File: src/hw/rtl/hbad_pkg.sv
// Types, memory map constants and boot image for the bus address decoder.
package hbad_pkg;

  localparam int WORK_RAM_DEPTH_DEF = 8192;
  // I/O bytes, high RAM and the interrupt-enable byte share one page store.
  localparam int HP_DEPTH = 256;
  localparam int HP_AW    = 8;

  localparam logic [15:0] VRAM_BASE      = 16'h8000;
  localparam logic [15:0] CRAM_BASE      = 16'hA000;
  localparam logic [15:0] WRAM_BASE      = 16'hC000;
  localparam logic [15:0] OAM_BASE       = 16'hFE00;
  localparam logic [15:0] KEYS_ADDR      = 16'hFF00;
  localparam logic [15:0] HRAM_BASE      = 16'hFF80;
  localparam logic [15:0] IE_ADDR        = 16'hFFFF;
  localparam logic [15:0] DIV_ADDR       = 16'hFF04;
  localparam logic [15:0] DMA_ADDR       = 16'hFF46;
  localparam logic [15:0] BOOT_EXIT_ADDR = 16'h0100;
  localparam logic [7:0]  OAM_LIMIT      = 8'hA0;

  typedef enum logic [2:0] {
    ROUTE_LOCAL   = 3'd0,
    ROUTE_CROM    = 3'd1,
    ROUTE_VRAM    = 3'd2,
    ROUTE_CRAM    = 3'd3,
    ROUTE_OAM     = 3'd4,
    ROUTE_KEYS    = 3'd5,
    ROUTE_DMA     = 3'd6,
    ROUTE_IGNORED = 3'd7
  } route_e;

  typedef enum logic [1:0] {
    RD_NONE  = 2'd0,
    RD_BOOT  = 2'd1,
    RD_WRAM  = 2'd2,
    RD_HPAGE = 2'd3
  } rd_sel_e;

  typedef enum logic {
    ST_CLEAR = 1'b0,
    ST_RUN   = 1'b1
  } clr_state_e;

  typedef struct packed {
    route_e      route;
    logic [14:0] offset;
    logic        is_write;
    logic [7:0]  out_data;
    rd_sel_e     rd_sel;
    logic        wram_we;
    logic        hp_we;
    logic [7:0]  hp_idx;
    logic [7:0]  hp_wdata;
    logic        ovl_clr;
  } dec_t;

  localparam logic [7:0] BOOT_IMAGE [256] = '{
    8'h31, 8'hFE, 8'hFF, 8'hAF, 8'h21, 8'hFF, 8'h9F, 8'h32,
    8'hCB, 8'h7C, 8'h20, 8'hFB, 8'h21, 8'h26, 8'hFF, 8'h0E,
    8'h11, 8'h3E, 8'h80, 8'h32, 8'hE2, 8'h0C, 8'h3E, 8'hF3,
    8'hE2, 8'h32, 8'h3E, 8'h77, 8'h77, 8'h3E, 8'hFC, 8'hE0,
    8'h47, 8'h11, 8'h04, 8'h01, 8'h21, 8'h10, 8'h80, 8'h1A,
    8'hCD, 8'h95, 8'h00, 8'hCD, 8'h96, 8'h00, 8'h13, 8'h7B,
    8'hFE, 8'h34, 8'h20, 8'hF3, 8'h11, 8'hD8, 8'h00, 8'h06,
    8'h08, 8'h1A, 8'h13, 8'h22, 8'h23, 8'h05, 8'h20, 8'hF9,
    8'h3E, 8'h19, 8'hEA, 8'h10, 8'h99, 8'h21, 8'h2F, 8'h99,
    8'h0E, 8'h0C, 8'h3D, 8'h28, 8'h08, 8'h32, 8'h0D, 8'h20,
    8'hF9, 8'h2E, 8'h0F, 8'h18, 8'hF3, 8'h67, 8'h3E, 8'h64,
    8'h57, 8'hE0, 8'h42, 8'h3E, 8'h91, 8'hE0, 8'h40, 8'h04,
    8'h1E, 8'h02, 8'h0E, 8'h0C, 8'hF0, 8'h44, 8'hFE, 8'h90,
    8'h20, 8'hFA, 8'h0D, 8'h20, 8'hF7, 8'h1D, 8'h20, 8'hF2,
    8'h0E, 8'h13, 8'h24, 8'h7C, 8'h1E, 8'h83, 8'hFE, 8'h62,
    8'h28, 8'h06, 8'h1E, 8'hC1, 8'hFE, 8'h64, 8'h20, 8'h06,
    8'h7B, 8'hE2, 8'h0C, 8'h3E, 8'h87, 8'hF2, 8'hF0, 8'h42,
    8'h90, 8'hE0, 8'h42, 8'h15, 8'h20, 8'hD2, 8'h05, 8'h20,
    8'h4F, 8'h16, 8'h20, 8'h18, 8'hCB, 8'h4F, 8'h06, 8'h04,
    8'hC5, 8'hCB, 8'h11, 8'h17, 8'hC1, 8'hCB, 8'h11, 8'h17,
    8'h05, 8'h20, 8'hF5, 8'h22, 8'h23, 8'h22, 8'h23, 8'hC9,
    8'hCE, 8'hED, 8'h66, 8'h66, 8'hCC, 8'h0D, 8'h00, 8'h0B,
    8'h03, 8'h73, 8'h00, 8'h83, 8'h00, 8'h0C, 8'h00, 8'h0D,
    8'h00, 8'h08, 8'h11, 8'h1F, 8'h88, 8'h89, 8'h00, 8'h0E,
    8'hDC, 8'hCC, 8'h6E, 8'hE6, 8'hDD, 8'hDD, 8'hD9, 8'h99,
    8'hBB, 8'hBB, 8'h67, 8'h63, 8'h6E, 8'h0E, 8'hEC, 8'hCC,
    8'hDD, 8'hDC, 8'h99, 8'h9F, 8'hBB, 8'hB9, 8'h33, 8'h3E,
    8'h3C, 8'h42, 8'hB9, 8'hA5, 8'hB9, 8'hA5, 8'h42, 8'h3C,
    8'h21, 8'h04, 8'h01, 8'h11, 8'hA8, 8'h00, 8'h1A, 8'h13,
    8'hBE, 8'h20, 8'hFE, 8'h23, 8'h7D, 8'hFE, 8'h34, 8'h20,
    8'hF5, 8'h06, 8'h19, 8'h78, 8'h86, 8'h23, 8'h05, 8'h20,
    8'hFB, 8'h86, 8'h20, 8'hFE, 8'h3E, 8'h01, 8'hE0, 8'h50
  };

endpackage

File: src/hw/rtl/hbad_decode.sv
// Address decoder: maps one bus request onto a route, an offset and store controls.
module hbad_decode #(
  parameter int WORK_RAM_DEPTH = hbad_pkg::WORK_RAM_DEPTH_DEF
) (
  input  logic           opcode_i,
  input  logic [15:0]    addr_i,
  input  logic [7:0]     wdata_i,
  input  logic           overlay_on_i,
  output hbad_pkg::dec_t dec_o
);
  import hbad_pkg::*;

  localparam int WaW = $clog2(WORK_RAM_DEPTH);

  logic [13:0]    wram_ext;
  logic [13:0]    wram_wrap;
  logic [WaW-1:0] wram_idx;

  // The work RAM and its echo both land on the low 13 address bits; a smaller
  // RAM wraps by one subtract, which suffices only while the value stays below twice the depth.
  always_comb begin
    wram_ext = {1'b0, addr_i[12:0]};
    if (wram_ext >= 14'(WORK_RAM_DEPTH)) begin
      wram_wrap = wram_ext - 14'(WORK_RAM_DEPTH);
    end else begin
      wram_wrap = wram_ext;
    end
    wram_idx = wram_wrap[WaW-1:0];
  end

  always_comb begin
    dec_o          = '0;
    dec_o.route    = ROUTE_IGNORED;
    dec_o.rd_sel   = RD_NONE;
    dec_o.is_write = opcode_i;
    dec_o.out_data = opcode_i ? wdata_i : 8'h00;
    dec_o.hp_idx   = addr_i[7:0];
    dec_o.hp_wdata = wdata_i;

    if (addr_i < VRAM_BASE) begin
      if (overlay_on_i && addr_i <= BOOT_EXIT_ADDR) begin
        if (addr_i == BOOT_EXIT_ADDR) begin
          // Reading the exit address unmaps the boot ROM and still goes to the cartridge.
          dec_o.route   = ROUTE_CROM;
          dec_o.offset  = addr_i[14:0];
          dec_o.ovl_clr = !opcode_i;
        end else if (!opcode_i) begin
          dec_o.route  = ROUTE_LOCAL;
          dec_o.offset = addr_i[14:0];
          dec_o.rd_sel = RD_BOOT;
        end
      end else begin
        dec_o.route  = ROUTE_CROM;
        dec_o.offset = addr_i[14:0];
      end
    end else if (addr_i < CRAM_BASE) begin
      dec_o.route  = ROUTE_VRAM;
      dec_o.offset = {2'b00, addr_i[12:0]};
    end else if (addr_i < WRAM_BASE) begin
      dec_o.route  = ROUTE_CRAM;
      dec_o.offset = {2'b00, addr_i[12:0]};
    end else if (addr_i < OAM_BASE) begin
      dec_o.route   = ROUTE_LOCAL;
      dec_o.offset  = 15'(wram_idx);
      dec_o.wram_we = opcode_i;
      dec_o.rd_sel  = opcode_i ? RD_NONE : RD_WRAM;
    end else if (addr_i < KEYS_ADDR) begin
      if (addr_i[7:0] < OAM_LIMIT) begin
        dec_o.route  = ROUTE_OAM;
        dec_o.offset = {7'b0, addr_i[7:0]};
      end
    end else if (addr_i == KEYS_ADDR) begin
      dec_o.route = ROUTE_KEYS;
    end else if (addr_i < HRAM_BASE) begin
      if (opcode_i && addr_i == DMA_ADDR) begin
        dec_o.route  = ROUTE_DMA;
        dec_o.offset = {7'b0, wdata_i};
      end else begin
        dec_o.route    = ROUTE_LOCAL;
        dec_o.offset   = {8'b0, addr_i[6:0]};
        dec_o.hp_we    = opcode_i;
        dec_o.hp_wdata = (addr_i == DIV_ADDR) ? 8'h00 : wdata_i;
        dec_o.rd_sel   = opcode_i ? RD_NONE : RD_HPAGE;
      end
    end else if (addr_i == IE_ADDR) begin
      dec_o.route  = ROUTE_LOCAL;
      dec_o.hp_we  = opcode_i;
      dec_o.rd_sel = opcode_i ? RD_NONE : RD_HPAGE;
    end else begin
      dec_o.route  = ROUTE_LOCAL;
      dec_o.offset = {8'b0, addr_i[6:0]};
      dec_o.hp_we  = opcode_i;
      dec_o.rd_sel = opcode_i ? RD_NONE : RD_HPAGE;
    end
  end

endmodule

File: config.mk
export PLATFORM = sky130hd
export DESIGN_NAME = hbad_decode
export DESIGN_NICKNAME = d
export VERILOG_FILES = /design/src/hw/rtl/hbad_pkg.sv /design/src/hw/rtl/hbad_decode.sv
export SDC_FILE = /design/constraint.sdc
export NUM_CORES = 1
export LEC_CHECK = 0
export CAP_MARGIN = 20
export CORE_AREA = 3 3 40 42
export DETAILED_ROUTE_END_ITERATION = 8
export DIE_AREA = 0 0 43 45
export DONT_BUFFER_PORTS = 1
export PLACE_DENSITY = 0.67
export SLEW_MARGIN = 20
export SYNTH_ARGS = -nofsm -noshare
export SYNTH_HDL_FRONTEND = slang
export SYNTH_SLANG_ARGS = --single-unit
File: constraint.sdc
create_clock -name vclk -period 3.3
set_input_delay 0.495 -clock vclk [all_inputs]
set_output_delay 0.495 -clock vclk [all_outputs]
set_load 0.02 [all_outputs]
==> results.md, run 1 <==
* Total global routing overflow at 0
* Die H at 45 um
* Most frequent cell after synthesis: and2_1
* Critical Path End Type: output pin
* Post CTS Setup Buffer Count at 0
* Largest family of logic cells by synthesized area: simple AND/OR/NAND/NOR gates
* HPWL Detailed at approximately 1600 um
* Final-layout clock buffer total at 0
* P_leak at between 0.2 and 0.25 nW
* Final Cycle Share at 0.859
* Rows at 13
* DR vias at around 700
* VDD IR max at around 0.041 mV
* Layout cells sized above 1 at 0.0899
* PwrDens at 106 mW/mm^2
* Largest area contributor in the netlist: and2_1
* Filler cell count at 140
* Synth Area in Adders at 0
* I/O pin count at 74
* Compound-Gate Fraction of Synth Area at 0.265
* Slew HR at 0.523
* Minimum clock period after layout at 2840 ps
* Smallest hold slack at 990 ps
* Most area-consuming cells after synthesis: and2_1 17%, buf_4 10%, nor2b_1 6.7%
* Largest net degree at the start of global routing at 15
* WL final at around 2000 um
* Starting density of the core at 0.506
* Setup TNS at 0 ps
* Synth cell count leaders: 18 x and2_1, 10 x nand2_1, 9 x buf_4, 7 x nor2b_1
* Worst Tran Pin Value at between 700 and 800 ps
* WP data arrival at 2340 ps
* Resized Gates After CTS at 0
* IO Port Bufs at 0
* GRT Total Usage at 0.186
* Syn Nets at roughly 130
* Core box area at 0.00128 mm^2
* Achievable Freq at around 350 MHz
* Gpl congestion at 0.877
* Vias/cell at between 6 and 7
* Status: finished clean
* Cells after synthesis at 102
* Post-Syn Area per Cell at 6.38 um^2
* Yosys warns at 0
* Max Cap Viol at 0
* Data required, critical path at 2800 ps
* Antenna diodes at 0
* WL/cell at 19.7 um
* Post-route ant nets at 0
* Initial antenna violation count at 0
* Final setup viols at 0
* Synthesized area at 651 um^2
* Post-synth cell types at 35
* Number of global-route vias before repair at 637
* Starting DRT DRC Count at 12
* DIE WIDTH at 43 um
* Post-cts hold buffer count at 0
* Hold WC Path Type: in -> out
* Register Area at 0 um^2
* Drt drc at 0
* Multiplexer share of the synthesized area at 0
* Detailed Routing Iterations Pass 1 at 4
* Layout Nets at 117
* Share of the synthesized area in the top cell type at 0.173
* RSZ-0062 raised after global routing: no
* Die Area at 0.00194 mm^2
* Post-Synth XOR/XNOR Area at 0
* CP startpoint kind: primary input
* Area growth from synthesis to layout at -10.2%
* Seq_cells at 0
* Top fanout value on the critical path at 6
* First-pass GRT wire length at 2860 um
* Fin. max-slew vios at 0
* Total power at 0.0000622 W
* Seq/Total Area, Yosys at 0
* Simple-gate portion of the synthesized area at 0.563
* Worst setup path class: in -> out
* Post-route core utilization at 0.455
* Final hold violations at 0
==> worst paths after layout <==
| check | startpoint | endpoint | slack [ps] | cells past startpoint |
|---|---|---|---|---|
| worst min-delay path | addr_i[7] | dec_o[16] | 990 | 0 |
| worst max-delay path | addr_i[0] | dec_o[33] | 460 | 5 |
==> critical path, cell delays in order <==
cell,delay (ps)
or4_1,660
or3_1,390
a21oi_1,270
o21ai_0,160
a32o_1,350
==> cell usage in the layout (no fill, tap or decap), types with 3 or more instances in the layout <==
cell type and count:
inv_1 3, nor3_1 5, nor2_1 4, nand2_1 10, a22o_1 4, and2_1 18, nand3_1 3, o21ai_0 5
nor2b_1 7
==> kinds of logic after synthesis <==
logic type / count (synthesis)
compound gates: 23
buf+inv: 18
simple gates: 61
==> cell type report <==
cell class,instances,area (um^2),share of cell area
Multi-Input combinational cell,84,539,0.923
Timing Repair Buffer,2,15.0,0.0257
Tap cell,15,18.8,0.0321
Inverter,3,11.3,0.0193
==> where the power goes <==
group	internal (W)	switching, W
logic	0.0000179	0.0000443
clock network	0	0
registers	0	0
total	0.0000179	0.0000443
==> stage by stage <==
stage / area (um^2) / instances / setup slack (ps)
2_1_floorplan: 651 / 102 / 581
3_3_place_gp: 584 / 104 / 520
3_5_place_dp: 584 / 104 / 497
4_1_cts: 584 / 104 / 494
5_1_grt: 584 / 104 / 405
6_report: 584 / 104 / 465
==> layer usage <==
| metal | up-vias | wire [um] | global-route usage |
|---|---|---|---|
| met5 | - | 0 | 0 |
| met2 | 49 | 982 | 0.344 |
| met1 | 318 | 824 | 0.229 |
| met4 | 0 | 0 | 0.0120 |
| met3 | 0 | 241 | 0.0438 |
| li1 | 335 | - | - |
Power figures use the tool's default switching activity.
==> run 2: changes to the inputs <==
--- a/config.mk
+++ b/config.mk
@@ -10,7 +10,7 @@
 export DETAILED_ROUTE_END_ITERATION = 8
 export DIE_AREA = 0 0 43 45
 export DONT_BUFFER_PORTS = 1
-export PLACE_DENSITY = 0.67
+export PLACE_DENSITY = 0.65
 export SLEW_MARGIN = 20
 export SYNTH_ARGS = -nofsm -noshare
 export SYNTH_HDL_FRONTEND = slang
==> run 2 against run 1 <==
Net effect: power shrank 0.31%; critical path type unchanged; clock-buffer cell count is the same; via count rose by 1.7%.
==> results.md, run 2 (synthesized netlist as in run 1, its figures left out) <==
* Commonest non-fill, non-tap cell in the layout: and2_1
* Dpl cells at 104
* WP buf/inv at 0
* Design area at ~580 um^2
* Minimum clock period after layout at between 2000 and 3000 ps
* Data required, critical path at 2800 ps
* Slew HR at 0.520
* Clk pwr share at 0
* Status: finished clean
* GRT Total Usage at 0.187
* Starting DRT DRC Count at 15
* Initial antenna violation count at 0
* WL final at 1940 um
* Layout Nets at 117
* I/O pin count at between 70 and 80
* Die Area at 0.00194 mm^2
* Slowest CP cell: or4_1
* Critical path cell sequence: or4_1 > o31a_1 > or4_1 > a32o_1
* Worst Tran Pin Value at 716 ps
* Drt drc at 0
* Largest stage delay, worst path at 660 ps
* Seq_cells at 0
* Number of global-route vias before repair at 678
* Post-Layout Cell Count at 104
* VDD IR max at 0.0347 mV
* P_leak at roughly 0.22 nW
* Die H at roughly 45 um
* Resized Gates After CTS at 0
* Critical Path End Type: output pin
* Final hold violations at 0
* Layout cells sized above 1 at 0.0899
* Logic pwr share at 1.000
* Sw frac at 0.711
* Fin. max-slew vios at 0
* Largest net degree at the start of global routing at 15
* IO Port Bufs at 0
* PwrDens at between 100 and 150 mW/mm^2
* Rows at 13
* Top fanout value on the critical path at 6
* Antenna diodes at 0
* Gpl congestion at ~0.81
* Most frequent cells in the layout: 18 x and2_1, 10 x nand2_1, 7 x nor2b_1
* Internal at 0.0000179 W
* Worst setup path class: in -> out
* Final setup viols at 0
* CP startpoint kind: primary input
* Critical Path Most Common Cell: or4_1
* Core box area at 0.00128 mm^2
* HPWL Detailed at 1570 um
* Smallest hold slack at 990 ps
* Post CTS Setup Buffer Count at 0
* Starting density of the core at 0.506
* DR vias at 714
* DIE WIDTH at 43 um
* Total global routing overflow at 0
* Achievable Freq at 357 MHz
* Final-layout clock buffer total at 0
* Area growth from synthesis to layout at -10.2%
* P_sw at between 0.00004 and 0.00005 W
* Max Cap Viol at 0
* Post-cts hold buffer count at 0
* WL/cell at roughly 19 um
* First-pass GRT wire length at 2950 um
* WP data arrival at ~2300 ps
* Flop pwr share at 0
* Detailed Routing Iterations Pass 1 at 4
* Worst path top cell family by delay: simple AND/OR/NAND/NOR gates
* Vias/cell at 6.87
* Total power at 0.0000620 W
* Dpl cell area at 584 um^2
* Post-route ant nets at 0
* Hold WC Path Type: in -> out
* Final Cycle Share at 0.848
* RSZ-0062 raised after global routing: no
* Setup TNS at 0 ps
* Register Area at 0 um^2
## run 2: cell counts in the layout (fill, tap and decap cells not counted)
Identical to the previous run, type by type.
## run 2: power groups by stage
stage / logic (W) / registers (W) / clock network [W]
final: 0.0000620 / 0 / 0
after global routing: 0.0000651 / 0 / 0
after CTS: 0.0000625 / 0 / 0
after detailed placement: 0.0000623 / 0 / 0
after global placement: 0.0000622 / 0 / 0
after floorplan: 0.0000790 / 0 / 0
## run 2: layer usage
| layer | share of wire | wire length [um] | vias up | global-route usage |
|---|---|---|---|---|
| met3 | 0.13 | 258 | 0 | 0.0279 |
| met2 | 0.50 | 976 | 57 | 0.368 |
| li1 | - | - | 337 | - |
| met1 | 0.36 | 703 | 320 | 0.224 |
| met5 | 0 | 0 | - | 0 |
| met4 | 0 | 0 | 0 | 0.0120 |
## run 2: area by class of cell
cell class | instances | area, um^2
Fill cell | 128 | 701
Tap cell | 15 | 18.8
Multi-Input combinational cell | 84 | 539
Timing Repair Buffer | 2 | 15.0
Inverter | 3 | 11.3
## run 2: final timing paths
kind	depth (start not counted)	slack, ps	endpoint	from
setup / recovery	4	500	dec_o[33]	addr_i[0]
hold / removal	0	990	dec_o[14]	addr_i[5]
## run 2: metrics by stage
| step | utilization | worst slack, ps |
|---|---|---|
| after floorplan | - | 581 |
| after global placement | 0.455 | 527 |
| after detailed placement | 0.455 | 507 |
| after CTS | 0.455 | 504 |
| after global routing | 0.455 | 437 |
| final | 0.455 | 502 |
==> run 3: changes to the inputs <==
==> constraint.sdc (replaced) <==
create_clock -name vclk -period 2.8
set_input_delay 0.42 -clock vclk [all_inputs]
set_output_delay 0.42 -clock vclk [all_outputs]
set_load 0.02 [all_outputs]
==> run 3 against run 2 <==
Net effect: power increased by 19%; sequential cell count unchanged; first-iteration DRC count grew 33%; hold slack got worse by 150 ps; utilization rose by 0.97 points; largest power group unchanged.
==> results.md, run 3 (synthesized netlist as in run 1, its figures left out) <==
* Post CTS Setup Buffer Count at 0
* DIE WIDTH at around 43 um
* PwrDens at about 120 mW/mm^2
* Top fanout value on the critical path at 7
* Final Cycle Share at 0.930
* Fin. max-slew vios at 0
* Final setup viols at 0
* First-pass GRT wire length at approximately 3000 um
* Total global routing overflow at 0
* Data required, critical path at 2380 ps
* WP data arrival at between 2000 and 2500 ps
* WL final at 2030 um
* IO Port Bufs at 0
* Final hold violations at 0
* Layout Nets at 118
* Worst setup path class: in -> out
* Drt drc at 0
* Hold WC Path Type: in -> out
* Starting DRT DRC Count at 20
* Die H at 45 um
* Detailed Routing Iterations Pass 1 at 4
* Register Area at 0 um^2
* P_leak at roughly 0.22 nW
* Final-layout clock buffer total at 0
* Post-route ant nets at 0
* Core box area at 0.00128 mm^2
* Rows at 13
* Status: finished clean
* HPWL Detailed at ~1600 um
* Post-cts hold buffer count at 0
* Setup TNS at 0 ps
* Most frequent cells in the layout: 18 x and2_1, 10 x nand2_1, 7 x nor2b_1
* Smallest hold slack at 840 ps
* Gpl congestion at between 0.8 and 0.9
* Vias/cell at 6.87
* I/O pin count at 74
* DR vias at 721
* WL/cell at 19.3 um
* Max Cap Viol at 0
* Minimum clock period after layout at 2600 ps
* Layout cells sized above 1 at 0.111
* Commonest non-fill, non-tap cell in the layout: and2_1
* VDD IR max at about 0.047 mV
* Worst Tran Pin Value at 707 ps
* Die Area at 0.00194 mm^2
* CP startpoint kind: primary input
* GRT Total Usage at 0.192
* Area growth from synthesis to layout at -8.27%
* WHS Path Cells at 0
* Critical Path End Type: output pin
* Achievable Freq at 384 MHz
* Place WS at 230 ps
* Largest net degree at the start of global routing at 15
* Seq_cells at 0
* RSZ-0062 raised after global routing: no
* Post-route core utilization at 0.464
* Setup WS post-layout at 197 ps
* Starting density of the core at 0.506
* Initial antenna violation count at 0
* Antenna diodes at 0
* Slew HR at 0.526
* Number of global-route vias before repair at 653
[run 3: timing repair]
| action | CTS | global route |
|---|---|---|
| endpoints found under the setup margin | 0 | 4 |
| gates resized for setup | 0 | 1 |
| hold endpoints to repair | 0 | 0 |
[run 3: final timing paths]
check / startpoint / slack (ps) / end
worst max-delay path: addr_i[0] / 200 / dec_o[31]
worst min-delay path: addr_i[5] / 840 / dec_o[14]
[run 3: metal layers]
| layer | up-vias | global-route usage | part of all wire |
|---|---|---|---|
| met2 | 55 | 0.368 | 0.48 |
| met5 | - | 0 | 0 |
| met3 | 2 | 0.0398 | 0.12 |
| met4 | 0 | 0.0241 | 0.0054 |
| li1 | 337 | - | - |
| met1 | 327 | 0.226 | 0.40 |
[run 3: critical path, cell delays in order]
cell	delay (ps)
or4_1	590
buf_4	190
nor4_4	260
and3_2	310
and2_1	160
o211a_1	250
[run 3: where the power goes]
group	internal (W)	switching, W	total (W)
clock network	0	0	0
logic	0.0000216	0.0000522	0.0000738
registers	0	0	0
total	0.0000216	0.0000522	0.0000738
[run 3: per-stage QoR]
| stage | area [um^2] | power (W) | std cells |
|---|---|---|---|
| after CTS | 592 | 0.0000741 | 105 |
| after global placement | 592 | 0.0000739 | 105 |
| after floorplan | 651 | 0.0000931 | 102 |
| final | 597 | 0.0000738 | 105 |
| after global routing | 597 | 0.0000776 | 105 |
| after detailed placement | 592 | 0.0000738 | 105 |
[run 3: area by class of cell]
| type | count | area (um^2) |
|---|---|---|
| inverter | 3 | 11.3 |
| tap | 15 | 18.8 |
| timing repair buffer | 3 | 22.5 |
| multi-input combinational | 84 | 544 |
| fill | 143 | 688 |
